[src/rtl/ahc_pkg.sv]
// Package with the types and constants of the adjacent hit clusterer.
`default_nettype none

package ahc_pkg;

    // Field widths.
    localparam int CHANNEL_W   = 10;
    localparam int TIME_W      = 16;
    localparam int SIG_W       = 8;
    localparam int POS_W       = 13;
    localparam int HITS_W      = 11;
    localparam int SUM_W       = 21;
    localparam int HALF_W      = 12;
    localparam int CALC_W      = 16;

    // Geometry of the plane.
    localparam int CHANNELS     = 1024;
    localparam int MODULE_WIRES = 8;
    localparam int MODULE_PITCH = 2 * MODULE_WIRES + 1;
    localparam int WIRE_W       = $clog2(CHANNELS);

    // Saturation limits.
    localparam logic [SUM_W-1:0]  SUM_MAX  = {SUM_W{1'b1}};
    localparam logic [HITS_W-1:0] HITS_MAX = {HITS_W{1'b1}};
    localparam logic signed [CALC_W-1:0] POS_MAX = 16'sd4095;
    localparam logic signed [CALC_W-1:0] POS_MIN = -16'sd4096;

    // Centroid divider: quotient bits retired per cycle and cycle count.
    localparam int DIV_RADIX = 3;
    localparam int DIV_STEPS = (SUM_W + DIV_RADIX - 1) / DIV_RADIX;
    localparam int STEP_W    = $clog2(DIV_STEPS);

    // Depth of the queue between the front and the back.
    localparam int AHC_FIFO_DEPTH = 4;

    typedef struct packed {
        logic [CHANNEL_W-1:0] channel;
        logic [TIME_W-1:0]    hit_time;
        logic [SIG_W-1:0]     signature;
        logic                 last_in_event;
    } hit_t;

    typedef struct packed {
        logic signed [POS_W-1:0] position_half;
        logic [HITS_W-1:0]       hit_count;
        logic [TIME_W-1:0]       last_time;
        logic [SIG_W-1:0]        last_signature;
        logic                    end_of_event;
    } cluster_t;

    // A closed cluster waiting for its centroid.
    typedef struct packed {
        logic [SUM_W-1:0]  sum;
        logic [HITS_W-1:0] hits;
        logic [TIME_W-1:0] last_time;
        logic [SIG_W-1:0]  last_signature;
        logic              end_of_event;
    } emit_req_t;

    typedef enum logic [1:0] {
        BK_IDLE,
        BK_DIVIDE,
        BK_DONE
    } back_state_t;

endpackage

`default_nettype wire

[src/rtl/ahc_front.sv]
// Front of the clusterer: takes hits, grows clusters and queues closed ones.
`default_nettype none

module ahc_front
    import ahc_pkg::*;
(
    input  wire logic      clk,
    input  wire logic      rst_n,
    input  wire logic      push,
    output logic           full,
    input  wire hit_t      hit,
    input  wire logic      q_full,
    output logic           q_wr,
    output emit_req_t      q_data
);

    logic [SUM_W-1:0]     sum_reg,  sum_next;
    logic [HITS_W-1:0]    hits_reg, hits_next;
    logic [CHANNEL_W-1:0] prev_ch_reg;
    logic [TIME_W-1:0]    prev_time_reg;
    logic [SIG_W-1:0]     prev_sig_reg;
    logic                 open_reg;
    logic                 pend_valid_reg;
    emit_req_t            pend_reg;

    logic                 accept;
    logic [CHANNEL_W-1:0] ch_diff;
    logic [SIG_W-1:0]     sig_diff;
    logic                 joins;
    logic                 emit_old;
    logic [SUM_W:0]       sum_grown;
    emit_req_t            req_old;
    emit_req_t            req_new;

    // A hit is refused while a second request is held back or the queue is full.
    assign full   = pend_valid_reg || q_full;
    assign accept = push && !full;

    // Adjacency test against the previous hit.
    always_comb
    begin
        ch_diff  = (hit.channel >= prev_ch_reg) ? hit.channel - prev_ch_reg
                                                : prev_ch_reg - hit.channel;
        sig_diff = (hit.signature >= prev_sig_reg) ? hit.signature - prev_sig_reg
                                                   : prev_sig_reg - hit.signature;
        joins    = open_reg && (ch_diff < CHANNEL_W'(2)) && (sig_diff < SIG_W'(2));
        emit_old = open_reg && !joins;
    end

    // Cluster sums after this hit, saturating.
    always_comb
    begin
        sum_grown = {1'b0, sum_reg} + (SUM_W + 1)'(hit.channel);
        if (joins)
        begin
            sum_next  = sum_grown[SUM_W] ? SUM_MAX : sum_grown[SUM_W-1:0];
            hits_next = (hits_reg == HITS_MAX) ? hits_reg : hits_reg + HITS_W'(1);
        end
        else
        begin
            sum_next  = SUM_W'(hit.channel);
            hits_next = HITS_W'(1);
        end
    end

    // The cluster that this hit closes, and the one it ends at event end.
    always_comb
    begin
        req_old.sum            = sum_reg;
        req_old.hits           = hits_reg;
        req_old.last_time      = prev_time_reg;
        req_old.last_signature = prev_sig_reg;
        req_old.end_of_event   = 1'b0;
        req_new.sum            = sum_next;
        req_new.hits           = hits_next;
        req_new.last_time      = hit.hit_time;
        req_new.last_signature = hit.signature;
        req_new.end_of_event   = 1'b1;
    end

    // Queue write: a held-back request goes first, else the hit's own.
    always_comb
    begin
        q_wr   = 1'b0;
        q_data = req_old;
        if (pend_valid_reg)
        begin
            q_wr   = !q_full;
            q_data = pend_reg;
        end
        else if (accept && emit_old)
        begin
            q_wr   = 1'b1;
            q_data = req_old;
        end
        else if (accept && hit.last_in_event)
        begin
            q_wr   = 1'b1;
            q_data = req_new;
        end
    end

    // Cluster state and the held-back request.
    always_ff @(posedge clk or negedge rst_n)
    begin
        if (!rst_n)
        begin
            sum_reg        <= '0;
            hits_reg       <= '0;
            prev_ch_reg    <= '0;
            prev_time_reg  <= '0;
            prev_sig_reg   <= '0;
            open_reg       <= 1'b0;
            pend_valid_reg <= 1'b0;
        end
        else
        begin
            if (pend_valid_reg && !q_full)
            begin
                pend_valid_reg <= 1'b0;
            end
            if (accept)
            begin
                prev_ch_reg   <= hit.channel;
                prev_time_reg <= hit.hit_time;
                prev_sig_reg  <= hit.signature;
                if (hit.last_in_event)
                begin
                    open_reg <= 1'b0;
                    sum_reg  <= '0;
                    hits_reg <= '0;
                end
                else
                begin
                    open_reg <= 1'b1;
                    sum_reg  <= sum_next;
                    hits_reg <= hits_next;
                end
                if (emit_old && hit.last_in_event)
                begin
                    pend_valid_reg <= 1'b1;
                end
            end
        end
    end

    // Payload of the held-back request needs no reset.
    always_ff @(posedge clk)
    begin
        if (accept && emit_old && hit.last_in_event)
        begin
            pend_reg <= req_new;
        end
    end

endmodule

`default_nettype wire

[src/rtl/ahc_fifo.sv]
// Short queue of closed clusters between the front and the back.
`default_nettype none

module ahc_fifo
    import ahc_pkg::*;
#(
    parameter int DEPTH = AHC_FIFO_DEPTH
)
(
    input  wire logic      clk,
    input  wire logic      rst_n,
    input  wire logic      wr,
    input  wire emit_req_t wr_data,
    output logic           q_full,
    input  wire logic      rd,
    output emit_req_t      rd_data,
    output logic           q_empty
);

    localparam int PTR_W = (DEPTH > 1) ? $clog2(DEPTH) : 1;
    localparam int CNT_W = $clog2(DEPTH + 1);

    emit_req_t        store_reg [DEPTH];
    logic [PTR_W-1:0] wr_ptr_reg;
    logic [PTR_W-1:0] rd_ptr_reg;
    logic [CNT_W-1:0] count_reg;
    logic             do_wr;
    logic             do_rd;

    assign q_full  = (count_reg == CNT_W'(DEPTH));
    assign q_empty = (count_reg == '0);
    assign do_wr   = wr && !q_full;
    assign do_rd   = rd && !q_empty;
    assign rd_data = store_reg[rd_ptr_reg];

    // Pointers and fill count.
    always_ff @(posedge clk or negedge rst_n)
    begin
        if (!rst_n)
        begin
            wr_ptr_reg <= '0;
            rd_ptr_reg <= '0;
            count_reg  <= '0;
        end
        else
        begin
            if (do_wr)
            begin
                wr_ptr_reg <= (wr_ptr_reg == PTR_W'(DEPTH - 1)) ? '0 : wr_ptr_reg + PTR_W'(1);
            end
            if (do_rd)
            begin
                rd_ptr_reg <= (rd_ptr_reg == PTR_W'(DEPTH - 1)) ? '0 : rd_ptr_reg + PTR_W'(1);
            end
            if (do_wr && !do_rd)
            begin
                count_reg <= count_reg + CNT_W'(1);
            end
            else if (do_rd && !do_wr)
            begin
                count_reg <= count_reg - CNT_W'(1);
            end
        end
    end

    // Entry storage.
    always_ff @(posedge clk)
    begin
        if (do_wr)
        begin
            store_reg[wr_ptr_reg] <= wr_data;
        end
    end

endmodule

`default_nettype wire

[src/rtl/ahc_back.sv]
// Back of the clusterer: centroid divide, plane mapping and result register.
`default_nettype none

module ahc_back
    import ahc_pkg::*;
(
    input  wire logic              clk,
    input  wire logic              rst_n,
    input  wire logic              q_empty,
    input  wire emit_req_t         q_data,
    output logic                   q_rd,
    input  wire logic              cfg_write,
    input  wire logic [HALF_W-1:0] cfg_data,
    output logic                   empty,
    input  wire logic              pop,
    output cluster_t               cluster
);

    back_state_t         state_reg, state_next;
    logic [SUM_W-1:0]    num_reg;
    logic [HITS_W:0]     rem_reg;
    logic [HITS_W-1:0]   div_reg;
    logic [STEP_W-1:0]   step_reg;
    logic [HITS_W-1:0]   hits_reg;
    logic [TIME_W-1:0]   time_reg;
    logic [SIG_W-1:0]    sig_reg;
    logic                eoe_reg;
    logic [HALF_W-1:0]   half_reg;
    logic                out_valid_reg;
    cluster_t            cluster_reg;

    logic                load_out;
    logic [SUM_W-1:0]    num_step;
    logic [HITS_W:0]     rem_step;
    logic [WIRE_W-1:0]   wire_idx;
    logic [WIRE_W-1:0]   module_idx;
    logic [WIRE_W-1:0]   wire_offs;
    logic [CALC_W-1:0]   pos_base;
    logic signed [CALC_W-1:0] pos_wide;
    logic signed [POS_W-1:0]  pos_sat;

    assign empty   = !out_valid_reg;
    assign cluster = cluster_reg;

    // Configuration register.
    always_ff @(posedge clk or negedge rst_n)
    begin
        if (!rst_n)
        begin
            half_reg <= '0;
        end
        else if (cfg_write)
        begin
            half_reg <= cfg_data;
        end
    end

    // Restoring division, several quotient bits per cycle.
    always_comb
    begin
        rem_step = rem_reg;
        num_step = num_reg;
        for (int i = 0; i < DIV_RADIX; i++)
        begin
            rem_step = {rem_step[HITS_W-1:0], num_step[SUM_W-1]};
            num_step = {num_step[SUM_W-2:0], 1'b0};
            if (rem_step >= {1'b0, div_reg})
            begin
                rem_step    = rem_step - {1'b0, div_reg};
                num_step[0] = 1'b1;
            end
        end
    end

    // Clamp the centroid and map it onto modules with a half-wire gap.
    always_comb
    begin
        wire_idx   = (num_reg > SUM_W'(CHANNELS - 1)) ? WIRE_W'(CHANNELS - 1)
                                                      : num_reg[WIRE_W-1:0];
        module_idx = wire_idx / WIRE_W'(MODULE_WIRES);
        wire_offs  = wire_idx % WIRE_W'(MODULE_WIRES);
        pos_base   = CALC_W'(module_idx) * CALC_W'(MODULE_PITCH)
                   + (CALC_W'(wire_offs) << 1);
        pos_wide   = signed'(pos_base) - signed'(CALC_W'(half_reg));
        if (pos_wide > POS_MAX)
        begin
            pos_sat = POS_MAX[POS_W-1:0];
        end
        else if (pos_wide < POS_MIN)
        begin
            pos_sat = POS_MIN[POS_W-1:0];
        end
        else
        begin
            pos_sat = pos_wide[POS_W-1:0];
        end
    end

    // State register.
    always_ff @(posedge clk or negedge rst_n)
    begin
        if (!rst_n)
        begin
            state_reg <= BK_IDLE;
        end
        else
        begin
            state_reg <= state_next;
        end
    end

    // Next state and control.
    always_comb
    begin
        state_next = state_reg;
        q_rd       = 1'b0;
        load_out   = 1'b0;
        case (state_reg)
            BK_IDLE:
            begin
                if (!q_empty)
                begin
                    q_rd       = 1'b1;
                    state_next = BK_DIVIDE;
                end
            end
            BK_DIVIDE:
            begin
                if (step_reg == '0)
                begin
                    state_next = BK_DONE;
                end
            end
            BK_DONE:
            begin
                if (!out_valid_reg || pop)
                begin
                    load_out   = 1'b1;
                    state_next = BK_IDLE;
                end
            end
            default:
            begin
                state_next = BK_IDLE;
            end
        endcase
    end

    // Divider datapath and cluster fields carried alongside.
    always_ff @(posedge clk)
    begin
        if (q_rd)
        begin
            num_reg  <= q_data.sum;
            rem_reg  <= '0;
            div_reg  <= (q_data.hits == '0) ? HITS_W'(1) : q_data.hits;
            step_reg <= STEP_W'(DIV_STEPS - 1);
            hits_reg <= q_data.hits;
            time_reg <= q_data.last_time;
            sig_reg  <= q_data.last_signature;
            eoe_reg  <= q_data.end_of_event;
        end
        else if (state_reg == BK_DIVIDE)
        begin
            num_reg  <= num_step;
            rem_reg  <= rem_step;
            step_reg <= step_reg - STEP_W'(1);
        end
    end

    // Result register: holds a cluster until it is popped.
    always_ff @(posedge clk or negedge rst_n)
    begin
        if (!rst_n)
        begin
            out_valid_reg <= 1'b0;
        end
        else if (load_out)
        begin
            out_valid_reg <= 1'b1;
        end
        else if (pop)
        begin
            out_valid_reg <= 1'b0;
        end
    end

    always_ff @(posedge clk)
    begin
        if (load_out)
        begin
            cluster_reg.position_half  <= pos_sat;
            cluster_reg.hit_count      <= hits_reg;
            cluster_reg.last_time      <= time_reg;
            cluster_reg.last_signature <= sig_reg;
            cluster_reg.end_of_event   <= eoe_reg;
        end
    end

endmodule

`default_nettype wire

[src/rtl/adjacent_hit_clusterer.sv]
// A closed cluster passes through the queue, the centroid divider and the result register.
// Hits are taken one per cycle while the queue has room; a hit that
// closes two clusters holds the input until its second cluster is queued.
// The back works on one cluster at a time and reads the next only once the result is loaded.
// Reset is asynchronous and active low; it empties the queue and clears the open cluster.
`default_nettype none

module adjacent_hit_clusterer
    import ahc_pkg::*;
#(
    parameter int FIFO_DEPTH = AHC_FIFO_DEPTH
)
(
    input  wire logic              clk,
    input  wire logic              rst_n,
    input  wire logic              push,
    output logic                   full,
    input  wire hit_t              hit,
    output logic                   empty,
    input  wire logic              pop,
    output cluster_t               cluster,
    input  wire logic              cfg_valid,
    output logic                   cfg_ready,
    input  wire logic [HALF_W-1:0] cfg_data
);

    logic      q_full;
    logic      q_empty;
    logic      q_wr;
    logic      q_rd;
    emit_req_t q_wr_data;
    emit_req_t q_rd_data;

    // The configuration register takes every request at once.
    assign cfg_ready = 1'b1;

    // Front: cluster building.
    ahc_front u_front (
        .clk    (clk),
        .rst_n  (rst_n),
        .push   (push),
        .full   (full),
        .hit    (hit),
        .q_full (q_full),
        .q_wr   (q_wr),
        .q_data (q_wr_data)
    );

    // Queue of closed clusters.
    ahc_fifo #(
        .DEPTH (FIFO_DEPTH)
    ) u_fifo (
        .clk     (clk),
        .rst_n   (rst_n),
        .wr      (q_wr),
        .wr_data (q_wr_data),
        .q_full  (q_full),
        .rd      (q_rd),
        .rd_data (q_rd_data),
        .q_empty (q_empty)
    );

    // Back: centroid and position.
    ahc_back u_back (
        .clk       (clk),
        .rst_n     (rst_n),
        .q_empty   (q_empty),
        .q_data    (q_rd_data),
        .q_rd      (q_rd),
        .cfg_write (cfg_valid && cfg_ready),
        .cfg_data  (cfg_data),
        .empty     (empty),
        .pop       (pop),
        .cluster   (cluster)
    );

endmodule

`default_nettype wire

[config.mk]
export PLATFORM = sky130hd
export DESIGN_NAME = adjacent_hit_clusterer
export DESIGN_NICKNAME = d
export VERILOG_FILES = /design/src/rtl/ahc_pkg.sv /design/src/rtl/ahc_front.sv /design/src/rtl/ahc_fifo.sv /design/src/rtl/ahc_back.sv /design/src/rtl/adjacent_hit_clusterer.sv
export SDC_FILE = /design/constraint.sdc
export NUM_CORES = 1
export LEC_CHECK = 0
export ABC_AREA = 0
export BUFFER_PORTS_ARGS = -buffer_cell sky130_fd_sc_hd__buf_2
export CAP_MARGIN = 20
export CELL_PAD_IN_SITES_DETAIL_PLACEMENT = 0
export CELL_PAD_IN_SITES_GLOBAL_PLACEMENT = 1
export CORE_MARGIN = 2
export CORE_UTILIZATION = 30
export CTS_BUF_LIST = sky130_fd_sc_hd__clkbuf_8
export CTS_CLUSTER_DIAMETER = 40
export DETAILED_ROUTE_END_ITERATION = 8
export PLACE_DENSITY = 0.55
export SYNTH_ARGS = -nofsm -noshare
export SYNTH_HDL_FRONTEND = slang
export SYNTH_HIERARCHICAL = 1
export SYNTH_SLANG_ARGS = --single-unit
export TNS_END_PERCENT = 30
[constraint.sdc]
create_clock -name clk -period 18.23 [get_ports clk]
set_clock_uncertainty 0.15 [all_clocks]
set_input_delay 3.646 -clock clk [delete_from_list [all_inputs] [get_ports clk]]
set_output_delay 3.646 -clock clk [all_outputs]
set_load 0.01 [all_outputs]
# After elaboration in Yosys (flattened, before gate mapping)

Memory sizes are Yosys's and may differ from the RTL's.
Cells that the tools add are included.

Add/subtract/negate cells: 16
$mul: 1
Magnitude comparators: 10
Eq/ne operators: 9
Multiplexer cells: 44
Reductions and logical operators: 30

Operator list:

| cell                  | count |
|---|---|
| $mux 57               | 3 |
| $mux 21               | 5 |
| $mux 11               | 6 |
| $ge 12x11->1          | 3 |
| $sub 11x11->11        | 3 |
| $add 21x10->22        | 1 |
| $gt 21x10->1 const B  | 1 |
| $mux 10               | 2 |
| $sub 10x10->10        | 2 |
| $mux 1                | 18 |
| $add 15x4->16         | 1 |
| $gt 16x13->1 const B  | 1 |
| $lt 16x13->1 const B  | 1 |
| $sub 16x13->16        | 1 |
| $sub 8x8->8           | 2 |
| $logic_and 1x1->1     | 13 |
| $mux 13               | 1 |
| $mul 7x5->12 const B  | 1 |
| $add 11x1->11 const B | 1 |
| $eq 11x11->1 const B  | 1 |
| $logic_not 11->1      | 1 |
| $ge 10x10->1          | 1 |
| $lt 10x2->1 const B   | 1 |
| $mux 2                | 5 |
| other kinds (19)      | 35 |

Register bits after elaboration: 277
Memory bits (writable): 228
Output and inout port bits: 52
Memories kept: 1

Memory list:

| memory           | depth | width | rd ports | clocked after memory_dff | wr ports | RTL line       | text |
|---|---|---|---|---|---|---|---|
| u_fifo.store_reg | 4     | 57    | 1        | 0                        | 1        | ahc_fifo.sv:23 | `emit_req_t store_reg [DEPTH];` |

# Logic depth before layout (Yosys ltp)

Depth after elaboration: 15
Mapped depth: 28
Depth with buffers taken out: 26

# By module

Netlist, hierarchy kept.

By module, submodules not included:

| module                 | times used | cells an instance | area an instance (sq um) | seq. area each (sq um) |
|---|---|---|---|---|
| ahc_fifo               | 1          | 335               | 8677.1                   | 7021.7 |
| ahc_front              | 1          | 950               | 8574.5                   | 3383.2 |
| ahc_back               | 1          | 725               | 8247.9                   | 4169.0 |
| adjacent_hit_clusterer | 1          | 2                 | 11.3                     | 0.0 |

# Worst setup path before layout

No wires, ideal clock.

Kind: input-to-reg
Start: in hit[1] in the netlist's numbering
End: reg u_front/pend_reg[10] in the netlist's numbering (enable)
Setup time: 471 ps
Data arrival time: 8242 ps
Data required time: 17609 ps
Setup slack: 9367 ps
Cell stages on the path: 12
Path buffers: 0
Path through: inv_1 > ha_1 > inv_1 > fa_1 > nand3_1 > a31oi_2 > or4_1 > a21oi_1 > and4b_1 > and4_1 > a31o_2 > nor2_1

Cells in the longest elaborated chain, start to end: 8

Ends and longest elaborated chain:

| element                                   | RTL line                     | text |
|---|---|---|
| start, declared                           | adjacent_hit_clusterer.sv:18 | `input wire hit_t hit,` |
| $sub 8x8->8, or another cell as far along | ahc_front.sv:45              | `: prev_sig_reg - hit.signature;` |
| $mux 8 *                                  | ahc_front.sv:44              | `sig_diff = (hit.signature >= prev_sig_reg) ? hit.signature - prev_sig_reg` |
| $lt 8x2->1 *                              | ahc_front.sv:46              | `joins = open_reg && (ch_diff < CHANNEL_W'(2)) && (sig_diff < SIG_W'(2));` |
| $logic_and 1x1->1 *                       | ahc_front.sv:46              |  |
| $logic_not 1->1 *                         | ahc_front.sv:47              | `emit_old = open_reg && !joins;` |
| $logic_and 1x1->1 *                       | ahc_front.sv:47              |  |
| $logic_and 1x1->1 * (2 in a row)          | ahc_front.sv:150             | `if (accept && emit_old && hit.last_in_event)` |
| end signal, assigned                      | ahc_front.sv:152             | `pend_reg <= req_new;` |
| end, declared                             | ahc_front.sv:24              | `emit_req_t pend_reg;` |

Every way passes the cells marked *; elsewhere a longest branch is shown, timed or not.
A chain may end at the register's enable or synchronous reset.

# Final worst setup path

Start: in hit[1] in the netlist's numbering
End: mem u_fifo/store_reg[0][27] in the netlist's numbering (enable)

Cells in the longest elaborated chain, start to end: 12

Ends and longest elaborated chain:

| element                                   | RTL line                     | text |
|---|---|---|
| $sub 8x8->8, or another cell as far along | ahc_front.sv:45              |  |
| $mux 8 *                                  | ahc_front.sv:44              |  |
| $lt 8x2->1 *                              | ahc_front.sv:46              |  |
| $logic_and 1x1->1 *                       | ahc_front.sv:46              |  |
| $logic_not 1->1 *                         | ahc_front.sv:47              |  |
| $logic_and 1x1->1 *                       | ahc_front.sv:47              |  |
| $logic_and 1x1->1 *                       | ahc_front.sv:91              | `else if (accept && emit_old)` |
| $mux 1 *                                  | ahc_front.sv:91              |  |
| $mux 1 *                                  | ahc_front.sv:86              | `if (pend_valid_reg)` |
| net q_wr                                  | adjacent_hit_clusterer.sv:29 | `logic q_wr;` |
| $logic_and 1x1->1 *                       | ahc_fifo.sv:32               | `assign do_wr = wr && !q_full;` |
| $mux 1 *                                  | ahc_fifo.sv:69               | `if (do_wr)` |
| $mux 1 (implied by the code) *            | ahc_fifo.sv:71               | `store_reg[wr_ptr_reg] <= wr_data;` |
| end, declared                             | ahc_fifo.sv:23               |  |

Mark *: on every way through the listed nets, which the timed path passes. The rest lies on a longest branch.

==> summary.md <==
| Metric | Value |
|---|---|
| Crit path arrival time | `8280 ps` |
| Critical Path Slowest Stage Cell | `buf_4` |
| Overflow after GRT | `0` |
| Worst setup EP type | `flip-flop` |
| Clock sink count | `505` |
| Max Cap Viol | `0` |
| Crit-path cells | `buf_2 > inv_1 > ha_1 > inv_1 > fa_1 > nand3_1 > a31oi_2 > or4_1 > a21oi_1 > and4b_1 > and4_1 > a31oi_2 > buf_4 > nand2_1 > a22oi_1 > nor2b_1 > and2_2 > buf_4` |
| WL met2 | `31,620 um` |
| Die Wd | `295.6 um` |
| Total wire length | `64,180 um` |
| Antenna violations before repair | `3` |
| Synth top area share | `0.4720` |
| All-layer global routing usage | `0.1477` |
| Ports | `104` |
| Setup violators final | `0` |
| Die footprint | `0.08739 mm2` |
| # hold bufs at CTS | `0` |
| Synth Area per Inst | `12.68 um2` |
| Drt pass-1 iters | `5` |
| CTS tree | `yes` |
| Post-synthesis sequential area ratio | `0.5713` |
| Top post-synthesis cells by count | `edfxtp_1 (401), nand2_1 (219), ha_1 (132), inv_1 (124), nor2_1 (96)` |
| WP buf/inv | `5` |
| Root buf cell | `clkbuf_8` |
| Final TNS setup | `0 ps` |
| Async SR Flop Fraction | `0.1782` |
| Vias in the first global route | `17.19k` |
| Routed vias | `16.52k` |
| Routed wl met3 | `2407 um` |
| Max reg flops | `228` |
| HP Class | `reg -> reg` |
| Port-buffer cells | `102` |
| Core ar. | `0.08395 mm2` |
| # resized after CTS | `0` |
| CTS max path bufs | `3` |
| Post-Syn Nets | `2,211` |
| Top routing layer used | `met4` |
| EDFF count, synth | `401` |
| Status | `completed` |
| CP top delay family | `simple AND/OR/NAND/NOR gates` |
| Ranking of synthesized cells by area | `edfxtp_1 (47%), dfrtp_1 (8.8%), ha_1 (6.5%)` |
| Number of library cell types mapped by synthesis | `102` |
| Hold Fails Final Rpt | `0` |
| Crit share post-route | `0.4462` |
| Met1 WL | `29,110 um` |
| Vias per cell | `4.921` |
| 1st-iter DRT viols | `1,022` |
| Cell Area, Synth | `0.02551 mm2` |
| #FFs+latches synth | `505` |
| CP max FO | `45` |
| Most frequent cell after synthesis | `edfxtp_1` |
| Clk_lat worst skew | `710 ps` |
| Starting density of the core | `0.3039` |
| TritonCTS Buffers | `98` |
| Kind of critical path | `in -> reg` |
| CP required | `18,380 ps` |
| Die Height | `295.6 um` |
| DP HPWL | `43,680 um` |
| H-tree depth | `3` |
| Gate Count Post-Synth | `2,012` |
| Largest net degree at the start of global routing | `70` |
| Final max-slew violation count | `0` |
| Period minus WS final | `8133 ps` |
| Biggest area consumer among synthesized cells | `edfxtp_1` |
| DRC | `0` |
| Max Fclk | `123.0 MHz` |
| Nets | `2,336` |
| Area grow syn2layout | `14.06%` |
| Layout cells sized above 1 | `0.1776` |
| Max transition margin | `0.3140` |
| Post-CTS Setup Bufs | `0` |
| Yosys Warn Count | `6` |
| GP Congestion | `0.8506` |
| Antenna-violating nets left | `0` |
| Crit-path max cell delay | `660 ps` |
| Setup crit start kind | `primary input` |
| Worst Max-Slew Pin Slew | `1023 ps` |
| Rows | `106` |
| Routed wire per std cell | `19.12 um` |
| Main flop type after synthesis | `edfxtp_1` |
| First-pass GRT wire length | `100,100 um` |
| RSZ-0062 raised after global routing | `no` |
| Clock transition at the registers of the reported paths | `60 ps` |
[stage by stage]
stage,cells,instance area (um2),utilization,setup slack (ps),hold slack (ps)
6_report,3356,29100,0.3466,10100,234.7
5_1_grt,3355,29100,0.3466,9812,229.7
4_1_cts,3353,29090,0.3465,10130,229.2
3_5_place_dp,3171,27120,0.3231,9396,254.5
3_3_place_gp,3171,27120,0.3231,9454,256.5
2_1_floorplan,2012,25510,-,9367,250.3
[routing by layer]
| layer | track usage | up-vias |
|---|---|---|
| li1 | - | 7846 |
| met4 | 0.03987 | 0 |
| met3 | 0.02361 | 93 |
| met2 | 0.2538 | 318 |
| met5 | 0 | - |
| met1 | 0.1933 | 8259 |
[final timing paths]
kind,from,to,slack (ps),cells after the start
max,hit[1],u_fifo/store_reg[0][27]$_DFFE_PP_,10100,18
min,u_back/sig_reg[5]$_DFFE_PP_,u_back/cluster[6]$_DFFE_PP_,230,0
max reg2reg,u_back/num_reg[20]$_DFFE_PP_,u_back/num_reg[0]$_DFFE_PP_,10410,26
min reg2reg,u_back/sig_reg[5]$_DFFE_PP_,u_back/cluster[6]$_DFFE_PP_,230,0
max in group asynchronous,rst_n,u_front/hits_reg[5]$_DFFE_PN0P_,13840,2
min in group asynchronous,rst_n,u_front/prev_time_reg[6]$_DFFE_PN0P_,2850,1
[cell families (layout without fill, tap and decap cells)]
logic type	after synthesis	count (layout)	share of synthesized area
buffers and inverters	221	428	0.03831
AOI/OAI and AO/OA	432	432	0.1212
xor gates and xnor gates	48	48	0.01648
adders and majority gates	148	148	0.07690
DFF	505	505	0.5713
muxes	101	101	0.06940
and+or+nand+nor	556	556	0.1063
other	1	4	0.0001470
[cell usage in the layout (no fill, tap or decap), drive strengths merged, types with 57 or more instances in the layout]
cell type | synthesis | routed
a21oi | 84 | 84
buf | 45 | 121
clkbuf | 51 | 101
dfrtp | 90 | 90
edfxtp | 401 | 401
ha | 132 | 132
inv | 124 | 156
mux4 | 57 | 57
nand2 | 219 | 219
nor2 | 99 | 99
o21ai | 98 | 98
[layout make-up]
type	count	area, um2
Clock buffer	101	1390
Multi-Input combinational cell	1286	10000
Timing Repair Buffer	121	655.6
Antenna cell	3	7.507
Clock inverter	81	575.6
Sequential cell	505	14580
Inverter	125	469.2
Tap cell	1134	1419
Fill cell	8309	54860
Power is left out: the tool's default activity adds up to more than one toggle a clock period on the data nets, which glitch-free logic cannot reach.
